File: src/sv/chs_pkg.sv
// shared constants and types of the complex horner series evaluator
`timescale 1ns / 1ps
package chs_pkg;
   localparam int MAX_TERMS_DEF  = 64;
   localparam int DATA_WIDTH_DEF = 32;
   localparam int TC_WIDTH       = 7;
   localparam int IDX_WIDTH      = 6;
   localparam int CSR_AW         = 2;
   localparam int CSR_DW         = 32;
   localparam logic [CSR_AW-1:0] ADDR_TERM_COUNT = 2'd0;
   localparam logic REQ_LOAD = 1'b0;
   localparam logic REQ_EVAL = 1'b1;

   typedef struct packed {
      logic load;
      logic shift;
   } cell_ctrl_type;
endpackage

File: src/sv/chs_cell.sv
// one coefficient cell of the rotating coefficient ring
`timescale 1ns / 1ps
module chs_cell import chs_pkg::*; #(
   parameter int DATA_WIDTH = DATA_WIDTH_DEF
) (
   input  logic                    clock,
   input  cell_ctrl_type           ctrl,
   input  logic [2*DATA_WIDTH-1:0] load_data,
   input  logic [2*DATA_WIDTH-1:0] prev_data,
   output logic [2*DATA_WIDTH-1:0] data
);
   logic [2*DATA_WIDTH-1:0] data_ff, data_in;

   always_comb begin
      data_in = data_ff;
      if (ctrl.load) begin
         data_in = load_data;
      end else if (ctrl.shift) begin
         data_in = prev_data;
      end
   end

   always_ff @(posedge clock) begin
      data_ff <= data_in;
   end

   assign data = data_ff;
endmodule

File: config.mk
export PLATFORM = sky130hd
export DESIGN_NAME = chs_cell
export DESIGN_NICKNAME = d
export VERILOG_FILES = /design/src/sv/chs_pkg.sv /design/src/sv/chs_cell.sv
export SDC_FILE = /design/constraint.sdc
export NUM_CORES = 1
export LEC_CHECK = 0
export BUFFER_PORTS_ARGS = -buffer_cell sky130_fd_sc_hd__buf_2
export CAP_MARGIN = 20
export CORE_AREA = 2 2 84 86
export DETAILED_ROUTE_END_ITERATION = 8
export DIE_AREA = 0 0 86 88
export GPL_ROUTABILITY_DRIVEN = 0
export PLACE_DENSITY = 0.83
export SLEW_MARGIN = 5
export SYNTH_ARGS = -nofsm -noshare
export SYNTH_HDL_FRONTEND = slang
export SYNTH_SLANG_ARGS = --single-unit
export TNS_END_PERCENT = 50
File: constraint.sdc
create_clock -name clock -period 5.6 [get_ports clock]
set_input_delay 0.56 -clock clock [delete_from_list [all_inputs] [get_ports clock]]
set_output_delay 0.56 -clock clock [all_outputs]
set_load 0.05 [all_outputs]
After elaboration in Yosys (flattened, before gate mapping). Index checks and enable logic that the tools add are counted.

Register bits: 64. Bits of input ports: 131. Word-level logic and storage cells: 4.

Reduce and logical (&&, ||, !) cells: 1. Mux-type cells: 2.

Operators with widths (number): $mux W64 (2); $reduce_bool A2 Y1 (1).

Logic depth before layout (Yosys ltp).
Depth after elaboration: 2. Gate-level depth with buffers: 3. Gate-level depth less buffers: 1.

Worst setup path after synthesis. OpenSTA, ideal clock, no wires.

Kind: in2reg. From: input port ctrl[1] (netlist bit). To: register data_ff[0], in the netlist data[0], enable pin. Data arrival time: 2.309 ns. Path buffers: 2. Required time: 5.174 ns. Cell stages on the path: 3. Slack: 2.866 ns. Cell sequence: buf_6 > buf_6 > or2_1.

Longest elaborated chain between the ends: 1.

Ends and longest elaborated chain: start, declared (line chs_cell.sv:7) `input cell_ctrl_type ctrl,`; $reduce_bool A2 Y1 (no line); end signal, assigned (line chs_cell.sv:24) `data_ff <= data_in;`; end, declared (line chs_cell.sv:12) `logic [2*DATA_WIDTH-1:0] data_ff, data_in;`.

No other way between the ends. A chain may end at the register's enable or synchronous reset.

Worst setup path after layout.
From: input port ctrl[1] (netlist bit). To: register data_ff[15], in the netlist data[15], enable pin.

Same word-level chain as after synthesis.

==> results.cfg <==
[cts]
cts_hold_buf = 0
cts_root_buf = clkbuf_8
cts_tree = done
numCtsBuffers = 9
cts_resized = 0
clk_pin_slew_ns = 0.07
cts_max_level = 3
clock_path_buffers = 2
cts_setup_buffers = 0
numClockSinks = 64

[timing]
setup_viol = 0
setup_tns_ns = 0
relSlewSlack_pct = 34.7
rsz0062_at_grt = no
fin_crit_sh_pct = 41.8
hold_violations = 0
slew_viol_final = 0
period_minus_slack_ns = 2.34
worst_pin_slew_ns = 0.980
fmax_mhz = 427

[yosys]
synth_cell_types = 6
synth_area_um2 = 2910
ys_warn_count = 0
synth-compound-area-share_pct = 0
syn_area_per_cell_um2 = 21.4
synth_top_family_by_area = multiplexers
synth_xor_xnor_area_share_pct = 0
syn-instance-count = 136
ys_ff_latch = 64
synthAdderAreaFrac_pct = 0
muxShareOfSynthArea_pct = 31.1
yosys.area_share.simple_pct = 0.215
synth_nets = 267
ys_seq_area_share_pct = 66.1

[setup_path]
path_max_fanout = 42
arrival_ns = 2.34
critical_path.endpoint_type = register
path_class = in -> reg
startpoint_type = primary input
crit_required_ns = 5.60

[routing]
viasPerCell = 4.62
drt_iter0_drc = 44
vias = 1947
drc = 0
drt_wl_total_um = 6940
wire_per_inst_um = 16.5
ant_nets = 0
drt_first_pass_iters = 4

[floorplanning]
boundaryPins = 195
die-area_um2 = 7570
dieHeight_um = 88
initial_utilization_pct = 43.7
die_x_um = 86
core_area_um2 = 6640
rows = 30

[final_layout]
n_fill_cell = 535
final_cell_mix = buf_2 (193), edfxtp_1 (64), mux2_4 (49)
drive_above_1_share_pct = 80.6
final_common_cell = buf_2
instances_no_fill = 421
largest_reg_flops = 64
fin_nets = 467
antennaDiodeCount = 0
areaGrowthSynthToFinish_pct = 40.6

[power]
p_leak_uw = 0.00197
p_per_area_nw_per_um2 = 317
irDropWorstVdd_mv = 0.217

[global_route]
grt_max_degree = 43
grt_pass1_vias = 2074
grt_pass1_wl_um = 9780
overflow = 0
antenna_found_initial = 0
grtUsageTotal_pct = 17.6

[job]
drv_cap = 0

[place]
dp.cells = 405
dp_hpwl_um = 5500
port_buffers = 194

[status]
status = complete, no violations

[worst_hold_path]
hp-class = in -> reg
[cell type report]
class,count,area [um2],area share (%)
Clock buffer,9,124,3.03
Clock inverter,7,38.8,0.950
Multi-Input combinational cell,65,911,22.3
Sequential cell,64,1920,47.1
Tap cell,80,100,2.45
Timing Repair Buffer,196,988,24.2
[per-layer routing]
layer / GRT usage [%] / up-vias / share of wire (%)
li1: - / 933 / -
met4: 8.66 / 0 / 2.1
met3: 7.07 / 12 / 9.3
met5: 0 / - / 0
met2: 33.8 / 104 / 56
met1: 15.9 / 898 / 33
[kinds of logic (layout without fill, tap and decap cells)]
| logic type | count (synthesis) | in the layout |
|---|---|---|
| multiplexers | 64 | 64 |
| AND/OR/NAND/NOR | 1 | 1 |
| flip-flops | 64 | 64 |
| buffers and inverters | 7 | 212 |
[power breakdown]
| group | internal, uW | switching (uW) | total, uW |
|---|---|---|---|
| Combinational | 116 | 248 | 364 |
| Clock | 156 | 173 | 329 |
| Sequential | 588 | 13.3 | 602 |
| Total | 860 | 435 | 1290 |
[critical path, cell delays in order]
cell and delay (ns):
buf_4 0.43, or2_2 0.86, buf_4 0.44
[metrics by stage]
step	hold slack [ns]	area, um2	power [uW]	utilization [%]	setup slack (ns)
4_1_cts	0.517	4080	1310	61.5	3.22
6_report	0.533	4080	1290	61.5	3.26
3_3_place_gp	0.860	3920	973	59.0	2.95
2_1_floorplan	0.777	2910	877	-	2.87
5_1_grt	0.516	4080	1340	61.5	3.14
3_5_place_dp	0.863	3920	980	59.0	2.88
[cell usage after synthesis]
library cell / number / area share, %
buf_6: 6 / 2.3
mux2_2: 15 / 5.8
or2_1: 1 / 0.22
edfxtp_1: 64 / 66
buf_2: 1 / 0.17
mux2_4: 49 / 25
[final timing paths]
check | startpoint | slack (ns) | to | depth (start not counted)
worst max-delay path | ctrl[1] | 3.26 | data[15]$_DFFE_PP_ | 3
worst min-delay path | load_data[37] | 0.53 | data[37]$_DFFE_PP_ | 2
Power figures use the tool's default switching activity.
